File: src/hdl/tln_pkg.sv
package tln_pkg;

  // character codes the line logic reacts to
  localparam logic [7:0] CH_TAB   = 8'd9;
  localparam logic [7:0] CH_LF    = 8'd10;
  localparam logic [7:0] CH_CR    = 8'd13;
  localparam logic [7:0] CH_SPACE = 8'd32;
  localparam logic [7:0] CH_DEL   = 8'd127;
  localparam logic [7:0] CH_FIRST_PRINT = 8'd32;

  // tab stop limits
  localparam logic [6:0] TAB_MIN = 7'd1;
  localparam logic [6:0] TAB_MAX = 7'd80;

  // control byte handling modes (the unused code behaves as keep)
  localparam logic [1:0] CTRL_KEEP    = 2'd0;
  localparam logic [1:0] CTRL_REPLACE = 2'd1;
  localparam logic [1:0] CTRL_DROP    = 2'd2;

  // configuration register indexes
  localparam logic [1:0] REG_TAB_SIZE    = 2'd0;
  localparam logic [1:0] REG_EXPAND_TABS = 2'd1;
  localparam logic [1:0] REG_CTRL_MODE   = 2'd2;
  localparam logic [1:0] REG_SUBST_CHAR  = 2'd3;

  // reset values of the configuration registers
  localparam logic [6:0] RST_TAB_SIZE    = 7'd8;
  localparam logic       RST_EXPAND_TABS = 1'b1;
  localparam logic [1:0] RST_CTRL_MODE   = CTRL_DROP;
  localparam logic [7:0] RST_SUBST_CHAR  = 8'd32;

  typedef struct packed {
    logic [6:0] tab_size;
    logic       expand_tabs;
    logic [1:0] ctrl_mode;
    logic [7:0] substitute_char;
  } tln_cfg_t;

  typedef struct packed {
    logic [7:0] out_char;
    logic [6:0] repeat_res;
    logic       line_done;
  } tln_res_t;

endpackage

File: src/hdl/tln_in_if.sv
interface tln_in_if;
  logic       valid;
  logic       ready;
  logic [7:0] in_byte;
  logic       at_eof;

  modport source (output valid, output in_byte, output at_eof, input ready);
  modport sink (input valid, input in_byte, input at_eof, output ready);
endinterface

File: src/hdl/tln_out_if.sv
interface tln_out_if;
  logic       valid;
  logic       ready;
  logic [7:0] out_char;
  logic [6:0] repeat_res;
  logic       line_done;

  modport source (output valid, output out_char, output repeat_res, output line_done,
                  input ready);
  modport sink (input valid, input out_char, input repeat_res, input line_done,
                output ready);
endinterface

File: src/hdl/tln_step.sv
module tln_step #(
  parameter int BUFFER_BYTES = 512
) (
  input  tln_pkg::tln_cfg_t               cfg,
  input  logic [7:0]                      in_byte,
  input  logic                            at_eof,
  input  logic [$clog2(BUFFER_BYTES)-1:0] column,
  input  logic [6:0]                      tab_phase,
  input  logic                            skip_to_lf,
  output logic                            emit,
  output tln_pkg::tln_res_t               res,
  output logic [$clog2(BUFFER_BYTES)-1:0] column_next,
  output logic [6:0]                      tab_phase_next,
  output logic                            skip_to_lf_next
);

  localparam int COL_W = $clog2(BUFFER_BYTES);
  localparam int CMP_W = (COL_W > 7) ? COL_W : 7;
  localparam logic [COL_W-1:0] LINE_CAP = COL_W'(BUFFER_BYTES - 1);

  logic [6:0]       ts;
  logic [6:0]       ph;
  logic [6:0]       stop_gap;
  logic [6:0]       run_len;
  logic [6:0]       ph_inc;
  logic [COL_W-1:0] room;
  logic [CMP_W-1:0] stop_gap_x;
  logic [CMP_W-1:0] room_x;
  logic             is_ctrl;

  // effective tab stop, phase and room left on the line
  always_comb begin
    if (cfg.tab_size < tln_pkg::TAB_MIN) begin
      ts = tln_pkg::TAB_MIN;
    end else if (cfg.tab_size > tln_pkg::TAB_MAX) begin
      ts = tln_pkg::TAB_MAX;
    end else begin
      ts = cfg.tab_size;
    end
    ph         = (tab_phase < ts) ? tab_phase : 7'd0;
    stop_gap   = ts - ph;
    room       = LINE_CAP - column;
    stop_gap_x = CMP_W'(stop_gap);
    room_x     = CMP_W'(room);
    run_len    = (stop_gap_x < room_x) ? stop_gap : room_x[6:0];
    ph_inc     = ph + 7'd1;
    is_ctrl    = (in_byte < tln_pkg::CH_FIRST_PRINT) || (in_byte == tln_pkg::CH_DEL);
  end

  // one item: decide the result and the new line state
  always_comb begin
    emit            = 1'b0;
    res.out_char    = 8'd0;
    res.repeat_res  = 7'd0;
    res.line_done   = 1'b0;
    column_next     = column;
    tab_phase_next  = tab_phase;
    skip_to_lf_next = skip_to_lf;
    if (skip_to_lf) begin
      // swallowing the rest of a CR line ending
      if (at_eof || (in_byte == tln_pkg::CH_LF)) begin
        skip_to_lf_next = 1'b0;
      end
    end else if (at_eof || (in_byte == tln_pkg::CH_LF) || (in_byte == tln_pkg::CH_CR)) begin
      emit            = 1'b1;
      res.line_done   = 1'b1;
      column_next     = '0;
      tab_phase_next  = 7'd0;
      skip_to_lf_next = !at_eof && (in_byte == tln_pkg::CH_CR);
    end else if ((in_byte == tln_pkg::CH_TAB) && cfg.expand_tabs) begin
      // space run to the next stop, cut at the line capacity
      if (run_len != 7'd0) begin
        emit           = 1'b1;
        res.out_char   = tln_pkg::CH_SPACE;
        res.repeat_res = run_len;
        column_next    = column + COL_W'(run_len);
        tab_phase_next = (run_len == stop_gap) ? 7'd0 : (ph + run_len);
      end
    end else if (column != LINE_CAP) begin
      if (!(is_ctrl && (cfg.ctrl_mode == tln_pkg::CTRL_DROP))) begin
        emit           = 1'b1;
        res.out_char   = (is_ctrl && (cfg.ctrl_mode == tln_pkg::CTRL_REPLACE)) ?
                         cfg.substitute_char : in_byte;
        res.repeat_res = 7'd1;
        column_next    = column + COL_W'(1);
        tab_phase_next = (ph_inc == ts) ? 7'd0 : ph_inc;
      end
    end
  end

endmodule

File: src/hdl/text_line_normalizer_top.sv
// Text line normalizer: takes one byte (or an end-of-file mark) per request on
// rx and returns at most one request on tx: a character with a repeat count
// (a tab expands to a space run up to the next stop, capped at the line
// capacity of BUFFER_BYTES-1 characters), or a line-end marker for LF, CR or
// end of file. Bytes following a CR are swallowed up to and including the
// next LF. Control bytes are kept, replaced or dropped per ctrl_mode. The
// block takes one byte every cycle while tx keeps taking results; a result
// passes through the input register, which holds its byte while the column
// and tab-phase update runs, and then the result register, which drives tx.
// A result stalled on tx holds the next byte in the input register, and rx
// stops accepting once that register is full. Write the config registers only
// while the block is idle.
module text_line_normalizer_top #(
  parameter int BUFFER_BYTES = 512
) (
  input  logic       clk,
  input  logic       rst,
  tln_in_if.sink     rx,
  tln_out_if.source  tx,
  input  logic       cfg_we,
  input  logic [1:0] cfg_idx,
  input  logic [7:0] cfg_data
);

  localparam int COL_W = $clog2(BUFFER_BYTES);

  tln_pkg::tln_cfg_t cfg;
  logic [COL_W-1:0]  column;
  logic [6:0]        tab_phase;
  logic              skip_to_lf;

  logic              s1_valid;
  logic [7:0]        s1_byte;
  logic              s1_eof;
  logic              out_valid;
  tln_pkg::tln_res_t out_res;

  logic              advance;
  logic              emit;
  tln_pkg::tln_res_t step_res;
  logic [COL_W-1:0]  column_next;
  logic [6:0]        tab_phase_next;
  logic              skip_to_lf_next;

  // configuration registers
  always_ff @(posedge clk) begin
    if (rst) begin
      cfg.tab_size        <= tln_pkg::RST_TAB_SIZE;
      cfg.expand_tabs     <= tln_pkg::RST_EXPAND_TABS;
      cfg.ctrl_mode       <= tln_pkg::RST_CTRL_MODE;
      cfg.substitute_char <= tln_pkg::RST_SUBST_CHAR;
    end else if (cfg_we) begin
      case (cfg_idx)
        tln_pkg::REG_TAB_SIZE:    cfg.tab_size        <= cfg_data[6:0];
        tln_pkg::REG_EXPAND_TABS: cfg.expand_tabs     <= cfg_data[0];
        tln_pkg::REG_CTRL_MODE:   cfg.ctrl_mode       <= cfg_data[1:0];
        tln_pkg::REG_SUBST_CHAR:  cfg.substitute_char <= cfg_data;
        default: ;
      endcase
    end
  end

  // stage 1 moves on when the result register is free or being drained
  assign advance  = s1_valid && (!out_valid || tx.ready);
  assign rx.ready = !s1_valid || advance;

  // input register
  always_ff @(posedge clk) begin
    if (rst) begin
      s1_valid <= 1'b0;
    end else if (rx.ready) begin
      s1_valid <= rx.valid;
    end
  end

  always_ff @(posedge clk) begin
    if (rx.valid && rx.ready) begin
      s1_byte <= rx.in_byte;
      s1_eof  <= rx.at_eof;
    end
  end

  tln_step #(
    .BUFFER_BYTES(BUFFER_BYTES)
  ) u_step (
    .cfg            (cfg),
    .in_byte        (s1_byte),
    .at_eof         (s1_eof),
    .column         (column),
    .tab_phase      (tab_phase),
    .skip_to_lf     (skip_to_lf),
    .emit           (emit),
    .res            (step_res),
    .column_next    (column_next),
    .tab_phase_next (tab_phase_next),
    .skip_to_lf_next(skip_to_lf_next)
  );

  // line state
  always_ff @(posedge clk) begin
    if (rst) begin
      column     <= '0;
      tab_phase  <= 7'd0;
      skip_to_lf <= 1'b0;
    end else if (advance) begin
      column     <= column_next;
      tab_phase  <= tab_phase_next;
      skip_to_lf <= skip_to_lf_next;
    end
  end

  // result register
  always_ff @(posedge clk) begin
    if (rst) begin
      out_valid <= 1'b0;
    end else if (advance && emit) begin
      out_valid <= 1'b1;
    end else if (tx.ready) begin
      out_valid <= 1'b0;
    end
  end

  always_ff @(posedge clk) begin
    if (advance && emit) begin
      out_res <= step_res;
    end
  end

  assign tx.valid      = out_valid;
  assign tx.out_char   = out_res.out_char;
  assign tx.repeat_res = out_res.repeat_res;
  assign tx.line_done  = out_res.line_done;

endmodule

File: src/flat_wrapper.sv
// flat-port wrapper written by rule: the top's interface ports become plain ports
module text_line_normalizer_top_flat 
#(
  parameter int BUFFER_BYTES = 512
)
  (clk, rst, cfg_we, cfg_idx, cfg_data, rx_valid, rx_in_byte, rx_at_eof, rx_ready, tx_valid, tx_out_char, tx_repeat_res, tx_line_done, tx_ready);
  tln_in_if rx_i ();
  tln_out_if tx_i ();
  input  logic clk;
  input  logic rst;
  input  logic cfg_we;
  input  logic [1:0] cfg_idx;
  input  logic [7:0] cfg_data;
  input wire logic [$bits(rx_i.valid)-1:0] rx_valid;
  input wire logic [$bits(rx_i.in_byte)-1:0] rx_in_byte;
  input wire logic [$bits(rx_i.at_eof)-1:0] rx_at_eof;
  output wire logic [$bits(rx_i.ready)-1:0] rx_ready;
  output wire logic [$bits(tx_i.valid)-1:0] tx_valid;
  output wire logic [$bits(tx_i.out_char)-1:0] tx_out_char;
  output wire logic [$bits(tx_i.repeat_res)-1:0] tx_repeat_res;
  output wire logic [$bits(tx_i.line_done)-1:0] tx_line_done;
  input wire logic [$bits(tx_i.ready)-1:0] tx_ready;
  assign rx_i.valid = rx_valid;
  assign rx_i.in_byte = rx_in_byte;
  assign rx_i.at_eof = rx_at_eof;
  assign rx_ready = rx_i.ready;
  assign tx_valid = tx_i.valid;
  assign tx_out_char = tx_i.out_char;
  assign tx_repeat_res = tx_i.repeat_res;
  assign tx_line_done = tx_i.line_done;
  assign tx_i.ready = tx_ready;
  text_line_normalizer_top #(.BUFFER_BYTES(BUFFER_BYTES)) u_core (.clk(clk), .rst(rst), .rx(rx_i), .tx(tx_i), .cfg_we(cfg_we), .cfg_idx(cfg_idx), .cfg_data(cfg_data));
endmodule
File: config.mk
export PLATFORM = sky130hd
export DESIGN_NAME = text_line_normalizer_top_flat
export DESIGN_NICKNAME = d
export VERILOG_FILES = /design/src/hdl/tln_pkg.sv /design/src/hdl/tln_in_if.sv /design/src/hdl/tln_out_if.sv /design/src/hdl/tln_step.sv /design/src/hdl/text_line_normalizer_top.sv /design/src/flat_wrapper.sv
export SDC_FILE = /design/constraint.sdc
export NUM_CORES = 1
export LEC_CHECK = 0
export BUFFER_PORTS_ARGS = -buffer_cell sky130_fd_sc_hd__buf_4
export CORE_MARGIN = 1.5
export CORE_UTILIZATION = 55
export DETAILED_ROUTE_END_ITERATION = 6
export PLACE_DENSITY_LB_ADDON = 0.25
export SLEW_MARGIN = 10
export SYNTH_ARGS = -nofsm -noshare
export SYNTH_HDL_FRONTEND = slang
export SYNTH_SLANG_ARGS = --single-unit
File: constraint.sdc
create_clock -name clk -period 15.8 [get_ports clk]
set_input_delay 3.16 -clock clk [delete_from_list [all_inputs] [get_ports clk]]
set_output_delay 3.16 -clock clk [all_outputs]
set_load 0.02 [all_outputs]
==> impl_metrics.ini, run 1 <==
[critical_path]
critPathMaxStageDelay_ps = 620
crit_required_ps = 16030
critPathMostFrequentCell = ha_1
cp-start-kind = flop
r2r_slack_ps = 7650
critPathKind = flop to flop
endpoint_kind = flop
critical_path_arrival_ps = 8380
cp_max_fo = 15
worst_path_max_delay_cell = dfxtp_1

[die]
ios = 42
die-area_mm2 = 0.00867
die_w_um = 93.1
core_area_mm2 = 0.00781
std_cell_rows = 32
dieHeight_um = 93.1
initial_core_util = 0.572

[finish]
n_antenna_cell = 0
drive_gt1_frac = 0.121
syn2layout_area_growth_pct = 12.5
multi_input_area_mm2 = 0.00279
num-nets-final = 602
layout_common_cells = nor2_1 (52), nand2_1 (43), a21oi_1 (42), buf_4 (42), dfxtp_1 (37)
layout_commonest_cell = nor2_1
n_fill_cell = 659
final-seq-area_mm2 = 0.00149

[logic_synthesis]
ys_seq_area_frac = 0.334
syn_nets = 570
avgSynthCellArea_um2 = 8.78
synth_ff_type = dfxtp_1
synth_edf_count = 25
yosysUniqueCellTypes = 71
syn_inst = 509
ys_async_sr_fraction = 0
ys_ff_latch = 62
syn_area_mm2 = 0.00447
yosys_warnings = 0

[placed_design]
place.gp.congestion = 0.958
dp.final_hpwl_mm = 8.48
numPortBuffers = 41
dp_slack_ps = 7820

[power_and_ir_drop]
p_clk_frac = 0.331
power_mw = 0.419
power.leakage_nw = 2.08
power.share.switching = 0.316
powerDensity_mw_per_mm2 = 83.4
pwr-share-seq = 0.428
comb_power_share = 0.240
peakVddDrop_v = 0.0000567
intPower_mw = 0.287
switching_power_mw = 0.132

[clock_network]
cts_tree = yes
clk_latency_ps = 340
htreeDepth = 3
clk_path_buf_depth = 2
cts_resized = 0
cts_hold_buf = 0
path_clk_slew_ps = 70
cts_made_buffers = 9
ctsRootBufferMaster = clkbuf_8
cts_setup_buffers = 0
cts.sinks = 62

[timing]
final.setup.tns_ps = 0
rsz0062_at_grt = false
report.final.slew_viol_count = 0
fmax_mhz = 123
fin_ws_ps = 7650
worst_slew_pin_slew_ps = 999
setup_viol = 0
fin_crit_ps = 8150
skew_ps = 12.5
hold_viol_final = 0
slew-limit-headroom = 0.332
fin_crit_sh = 0.516

[global_routing]
grt_pass1_wl_mm = 18.6
grt_overflow = 0
grt_use_total = 0.271
antenna_found_initial = 0
grt_max_degree = 38
grt_pass1_vias = 3962

[drt]
vias = 4009
avgRoutedWirePerCell_um = 17.3
drtIter0Drc = 223
drt_wl_total_mm = 11.2
ant_nets = 0
drc_errors = 0
firstDrtPassIters = 6
viasPerCell = 6.19

[run_status]
status = finished, final reports clean

[worst_hold_path]
hold_path.class = flop to flop

[job]
drv_cap = 0
through the flow:
stage	area, um^2	std cells	hold WS, ps	utilization
floorplan	4470	509	436	-
global placement	4830	632	451	0.618
detailed placement	4830	632	460	0.618
CTS	5020	648	474	0.644
global route	5020	648	497	0.644
finish	5020	648	473	0.644
metal layers:
layer,vias up,share of wire,track usage
met5,-,0,0
met4,0,0.019,0.0884
met3,22,0.059,0.0545
met2,146,0.50,0.471
met1,1907,0.43,0.334
li1,1934,-,-
sequential cells by signal (all words and copies together), names as in the netlist, 7 cells and up:
| signal | count |
|---|---|
| u_core.tab_phase | 7 |
| u_core.tx.out_char | 8 |
| u_core.cfg | 18 |
| u_core.s1_byte | 8 |
| u_core.tx.repeat_res | 7 |
| u_core.column | 9 |
synthesized netlist by cell type (7+ instances only):
| master | n | area, um^2 |
|---|---|---|
| nand3_1 | 19 | 95.1 |
| dfxtp_1 | 37 | 741 |
| mux2i_1 | 17 | 170 |
| xnor2_1 | 14 | 123 |
| o21ai_0 | 8 | 40.0 |
| nand2_1 | 43 | 161 |
| xor2_1 | 7 | 61.3 |
| nand2b_1 | 11 | 68.8 |
| a21o_1 | 11 | 82.6 |
| nor2b_1 | 7 | 43.8 |
| edfxtp_1 | 25 | 751 |
| nor2_1 | 52 | 195 |
| inv_1 | 28 | 105 |
| ha_1 | 34 | 425 |
| a211oi_1 | 11 | 82.6 |
| clkbuf_1 | 16 | 60.1 |
| nor3_1 | 10 | 50.1 |
| a21oi_1 | 42 | 210 |
power by group through the flow:
stage	Combinational [mW]	Sequential, mW	Clock, mW
after floorplan	0.0708	0.183	0
after global placement	0.0967	0.183	0
after detailed placement	0.0987	0.183	0
after CTS	0.0996	0.179	0.141
after global routing	0.112	0.180	0.146
final	0.101	0.180	0.139
cell type report:
class                           instances  area share
Inverter                               29      0.0217
Tap cell                              102      0.0254
Sequential cell                        62       0.297
Timing Repair Buffer                   42      0.0627
Clock inverter                          7      0.0144
Multi-Input combinational cell        397       0.554
Clock buffer                            9      0.0247
worst max-delay path: cells and delay by family, from the launching register on:
kind / cells / cell delay (ps)
AOI/OAI and AO/OA: 12 / 2830
and+or+nand+nor: 11 / 2420
adders and majority gates: 6 / 1880
DFF: 1 / 620
muxes: 1 / 230
buffers and inverters: 1 / 60
final timing paths:
| path | startpoint | endpoint | depth (start not counted) |
|---|---|---|---|
| max | u_core.cfg[17]$_SDFFE_PP0P_ | u_core.column[8]$_SDFFE_PP0P_ | 31 |
| min | u_core.cfg[4]$_SDFFE_PP0P_ | u_core.cfg[4]$_SDFFE_PP0P_ | 2 |
| max reg2reg | u_core.cfg[17]$_SDFFE_PP0P_ | u_core.column[8]$_SDFFE_PP0P_ | 31 |
| min reg2reg | u_core.cfg[4]$_SDFFE_PP0P_ | u_core.cfg[4]$_SDFFE_PP0P_ | 2 |
cells by family after synthesis:
group	after synthesis	share of synthesized area
flops	62	0.334
xor+xnor	23	0.0513
buf+inv	50	0.0440
simple gates	190	0.218
compound gates	130	0.206
fa+ha+maj	37	0.109
mux	17	0.0381
Power figures use the tool's default switching activity.
==> inputs of run 2 (changes only) <==
==> constraint.sdc (replaced) <==
create_clock -name clk -period 8.1 [get_ports clk]
set_input_delay 1.62 -clock clk [delete_from_list [all_inputs] [get_ports clk]]
set_output_delay 1.62 -clock clk [all_outputs]
set_load 0.02 [all_outputs]
==> impl_metrics.ini, run 2 (synthesis gave the netlist of run 1 again) <==
[clock_network]
cts_tree = yes
clk_latency_ps = 350
htreeDepth = 3
cts_made_buffers = 9
cts_hold_buf = 0
cts.sinks = 62
clk_path_buf_depth = 2
ctsRootBufferMaster = clkbuf_8
path_clk_slew_ps = 70

[global_routing]
grt_use_total = 0.268
grt_overflow = 0
antenna_found_initial = 0
grt_pass1_wl_mm = 18.2
grt_pass1_vias = 3888
grt_max_degree = 38

[power_and_ir_drop]
power.leakage_nw = 2.07
powerDensity_mw_per_mm2 = 156
peakVddDrop_v = 0.0000987

[placed_design]
dp.final_hpwl_mm = 8.50
numPortBuffers = 41
place.gp.congestion = 0.919

[timing]
setup_viol = 0
fin_crit_ps = 7540
final.setup.tns_ps = 0
fin_crit_sh = 0.931
report.final.slew_viol_count = 0
skew_ps = 9.43
slew-limit-headroom = 0.343
worst_slew_pin_slew_ps = 983
rsz0062_at_grt = false
fmax_mhz = 133
hold_viol_final = 0

[finish]
largest_reg_flops = 18
num-nets-final = 604
n_antenna_cell = 0
layout_commonest_cell = nor2_1
top_register = u_core.cfg
n_fill_cell = 678
final_util = 0.645
layout_common_cells = nor2_1 (51), buf_4 (44), nand2_1 (43), a21oi_1 (42), dfxtp_1 (37)
reg.largest.list = u_core.cfg: 18 flops, u_core.column: 9 flops
syn2layout_area_growth_pct = 12.7
drive_gt1_frac = 0.130

[drt]
drtIter0Drc = 283
drt_wl_total_mm = 11.2
ant_nets = 0
viasPerCell = 6.11
vias = 3974
top_layer = met4
drc_errors = 0
wl_met2_mm = 5.63
firstDrtPassIters = 5
wl_met1_mm = 4.84
avgRoutedWirePerCell_um = 17.3
route.met3.wl_um = 553

[critical_path]
critPathMaxStageDelay_ps = 510
critPathKind = flop to flop
critical_path_buf_inv_count = 2
endpoint_kind = flop
r2r_cells = 32
cp-start-kind = flop
critical_path_arrival_ps = 7780
crit_required_ps = 8340
crit_start = u_core.cfg[15]$_SDFFE_PP0P_
cpLargestDelayFamily = compound AO/OA/AOI/OAI gates
cp_max_fo = 12
crit_cells = 32
worst_path_max_delay_cell = or4_1
critPathMostFrequentCell = ha_1
r2r-start = u_core.cfg[15]$_SDFFE_PP0P_

[run_status]
status = finished, final reports clean

[die]
die_w_um = 93.1
die-area_mm2 = 0.00867
dieHeight_um = 93.1
initial_core_util = 0.572
ios = 42
core_area_mm2 = 0.00781
std_cell_rows = 32

[job]
drv_cap = 0

[worst_hold_path]
hold_depth = 2
hold_path.class = flop to flop
hold_start = u_core.cfg[1]$_SDFFE_PP0P_
[run 2: per-stage QoR]
stage | setup WS, ps | std cells | power (mW) | hold WS (ps) | instance area, um^2
final | 560 | 650 | 0.785 | 472 | 5030
after global routing | 54.5 | 650 | 0.822 | 500 | 5030
after CTS | 306 | 650 | 0.783 | 469 | 5010
after detailed placement | 360 | 634 | 0.550 | 458 | 4840
after global placement | 756 | 634 | 0.545 | 451 | 4840
after floorplan | 874 | 509 | 0.495 | 436 | 4470
[run 2: what timing repair did]
item                       CTS  global route
gates resized for setup      0             6
buffers inserted             0             0
setup endpoints to repair    0             5
[run 2: cell type report]
cell class / instances / area, um^2 / area share
Multi-Input combinational cell: 397 / 2810 / 0.558
Sequential cell: 62 / 1490 / 0.296
Timing Repair Buffer: 44 / 330 / 0.0656
Clock buffer: 10 / 128 / 0.0254
Tap cell: 102 / 128 / 0.0254
Inverter: 29 / 109 / 0.0216
Clock inverter: 6 / 37.5 / 0.00746
[run 2: final timing paths]
kind,endpoint,slack [ps]
max,u_core.column[8]$_SDFFE_PP0P_,560
min reg2reg,u_core.cfg[1]$_SDFFE_PP0P_,470
min,u_core.cfg[1]$_SDFFE_PP0P_,470
max reg2reg,u_core.column[8]$_SDFFE_PP0P_,560
[run 2: per-layer routing]
metal  GRT usage  vias up
li1            -     1945
met1       0.337     1861
met2       0.464      149
met3      0.0398       19
met4       0.101        0
met5           0        -
[run 2: tightest hold or removal path: cells and delay by family, from the launching register on]
kind	cells	cell delay, ps
flip-flops	1	320
AND/OR/NAND/NOR	1	60
AO/OA/AOI/OAI	1	50
[run 2: power by group]
part | leakage (nW) | switching, mW | internal [mW]
clock network | 0.0801 | 0.126 | 0.110
registers | 0.544 | 0.0120 | 0.338
logic | 1.45 | 0.120 | 0.0794
==> inputs of run 3 (changes only) <==
--- a/config.mk
+++ b/config.mk
@@ -10,6 +10,7 @@
 export CORE_UTILIZATION = 55
 export DETAILED_ROUTE_END_ITERATION = 6
 export PLACE_DENSITY_LB_ADDON = 0.25
+export REMOVE_ABC_BUFFERS = 1
 export SLEW_MARGIN = 10
 export SYNTH_ARGS = -nofsm -noshare
 export SYNTH_HDL_FRONTEND = slang
==> impl_metrics.ini, run 3 (synthesis gave the netlist of run 1 again) <==
[run_status]
status = finished, final reports clean

[worst_hold_path]
whs_endpoint = u_core.cfg[2]$_SDFFE_PP0P_
hold_start = u_core.cfg[2]$_SDFFE_PP0P_
hold_depth = 2
hold_path.class = flop to flop

[drt]
firstDrtPassIters = 5
drc_errors = 0
ant_nets = 0
viasPerCell = 6.22
drt_wl_total_mm = 11.5
vias = 4042
avgRoutedWirePerCell_um = 17.7
drtIter0Drc = 340

[critical_path]
critPathMostFrequentCell = ha_1
critical_path_arrival_ps = 7740
cp_max_fo = 12
worst_path_max_delay_cell = or4_1
r2r_cells = 32
crit_required_ps = 8350
r2r_slack_ps = 620
endpoint_kind = flop
critPathMaxStageDelay_ps = 510
r2r-start = u_core.cfg[15]$_SDFFE_PP0P_
critPathKind = flop to flop
r2r-end = u_core.column[8]$_SDFFE_PP0P_
cp-start-kind = flop

[finish]
n_antenna_cell = 0
finalNonFillerCells = 650
num-nets-final = 604
largest_reg_flops = 18
final_util = 0.647
drive_gt1_frac = 0.130
n_fill_cell = 642
top_register = u_core.cfg
syn2layout_area_growth_pct = 13.0
reg.largest.list = u_core.cfg: 18 flops, u_core.column: 9 flops
layout_common_cells = nor2_1 (52), buf_4 (44), nand2_1 (43), a21oi_1 (42), dfxtp_1 (37)
layout_commonest_cell = nor2_1

[clock_network]
cts.sinks = 62
clk_latency_ps = 360
cts_made_buffers = 9
cts_tree = yes
clk_path_buf_depth = 2
ctsRootBufferMaster = clkbuf_8
htreeDepth = 3
path_clk_slew_ps = 80
cts_hold_buf = 0

[global_routing]
grt_overflow = 0
grt_max_degree = 38
antenna_found_initial = 0
grt_pass1_vias = 3809
grt_pass1_wl_mm = 18.6
grt_use_total = 0.276

[die]
die_w_um = 93.1
dieHeight_um = 93.1
initial_core_util = 0.572
ios = 42
die-area_mm2 = 0.00867
std_cell_rows = 32
core_area_mm2 = 0.00781

[timing]
setup_viol = 0
fin_crit_sh = 0.924
rsz0062_at_grt = false
skew_ps = 8.38
fmax_mhz = 134
final.setup.tns_ps = 0
worst_slew_pin_slew_ps = 1080
fin_crit_ps = 7480
slew-limit-headroom = 0.275
hold_viol_final = 0
fin_hold_ws_ps = 476
report.final.slew_viol_count = 0

[placed_design]
dp.final_hpwl_mm = 8.67
numPortBuffers = 41
place.gp.congestion = 0.978
dp_cells = 634

[power_and_ir_drop]
powerDensity_mw_per_mm2 = 164
peakVddDrop_v = 0.000115
power_mw = 0.826
switching_power_mw = 0.267
intPower_mw = 0.559
power.leakage_nw = 2.09
p_clk_frac = 0.335
power.share.switching = 0.323
comb_power_share = 0.242
pwr-share-seq = 0.423

[job]
drv_cap = 0
==> run 3: changes by cell type in the layout (fill, tap and decap cells not counted), sizes merged <==
| cell | delta |
|---|---|
| bufinv | +1 |
| clkinv | -1 |
| inv | +1 |
| clkbuf | -1 |
==> run 3: per-stage QoR <==
stage	instance area, um^2	setup WS (ps)
final	5050	616
after floorplan	4380	1050
after detailed placement	4840	445
after CTS	5040	414
after global placement	4840	754
after global routing	5050	78.3
==> run 3: power by group through the flow <==
stage / combinational (mW) / clock, mW / sequential [mW]
after detailed placement: 0.196 / 0 / 0.356
after global routing: 0.220 / 0.291 / 0.351
after global placement: 0.189 / 0 / 0.356
final: 0.200 / 0.277 / 0.350
after floorplan: 0.132 / 0 / 0.358
after CTS: 0.197 / 0.278 / 0.349
==> run 3: final cells by class <==
cell class	count	area (um^2)	share of cell area
repair buffers	44	330	0.0654
well taps	102	128	0.0253
clock buffers	9	124	0.0245
flip-flops and latches	62	1490	0.295
inverters	29	109	0.0216
clock inverters	7	72.6	0.0144
multi-input cells	397	2790	0.553
==> run 3: worst max-delay path by stage <==
| stage | from | end | slack, ps | depth (start not counted) |
|---|---|---|---|---|
| floorplan | u_core.cfg[15]$_SDFFE_PP0P_ | u_core.column[8]$_SDFFE_PP0P_ | 1050 | 31 |
| finish | u_core.cfg[15]$_SDFFE_PP0P_ | u_core.column[8]$_SDFFE_PP0P_ | 620 | 32 |
| detailed placement | u_core.cfg[15]$_SDFFE_PP0P_ | u_core.column[8]$_SDFFE_PP0P_ | 450 | 32 |
| CTS | u_core.cfg[15]$_SDFFE_PP0P_ | u_core.column[8]$_SDFFE_PP0P_ | 410 | 32 |
| global placement | u_core.cfg[15]$_SDFFE_PP0P_ | u_core.column[8]$_SDFFE_PP0P_ | 750 | 32 |
| global route | u_core.cfg[15]$_SDFFE_PP0P_ | u_core.column[8]$_SDFFE_PP0P_ | 80 | 32 |
==> run 3: layer usage <==
layer | vias to the layer above | GRT usage | share of wire
met3 | 32 | 0.0512 | 0.061
met4 | 0 | 0.0909 | 0.022
met5 | - | 0 | 0
li1 | 1944 | - | -
met2 | 173 | 0.463 | 0.49
met1 | 1893 | 0.357 | 0.42
==> run 3: critical path, delay by kind of cell, from the launching register on <==
family                     cells  cell delay, ps
DFF                            1             380
AOI/OAI and AO/OA             12            2560
muxes                          1             220
and+or+nand+nor               11            2110
buffers and inverters          2             240
adders and majority gates      6            1860
==> run 3: what timing repair did <==
item | 4_1_cts | 5_1_grt
buffers inserted | 0 | 0
setup endpoints to repair | 0 | 3
gates resized for setup | 0 | 2
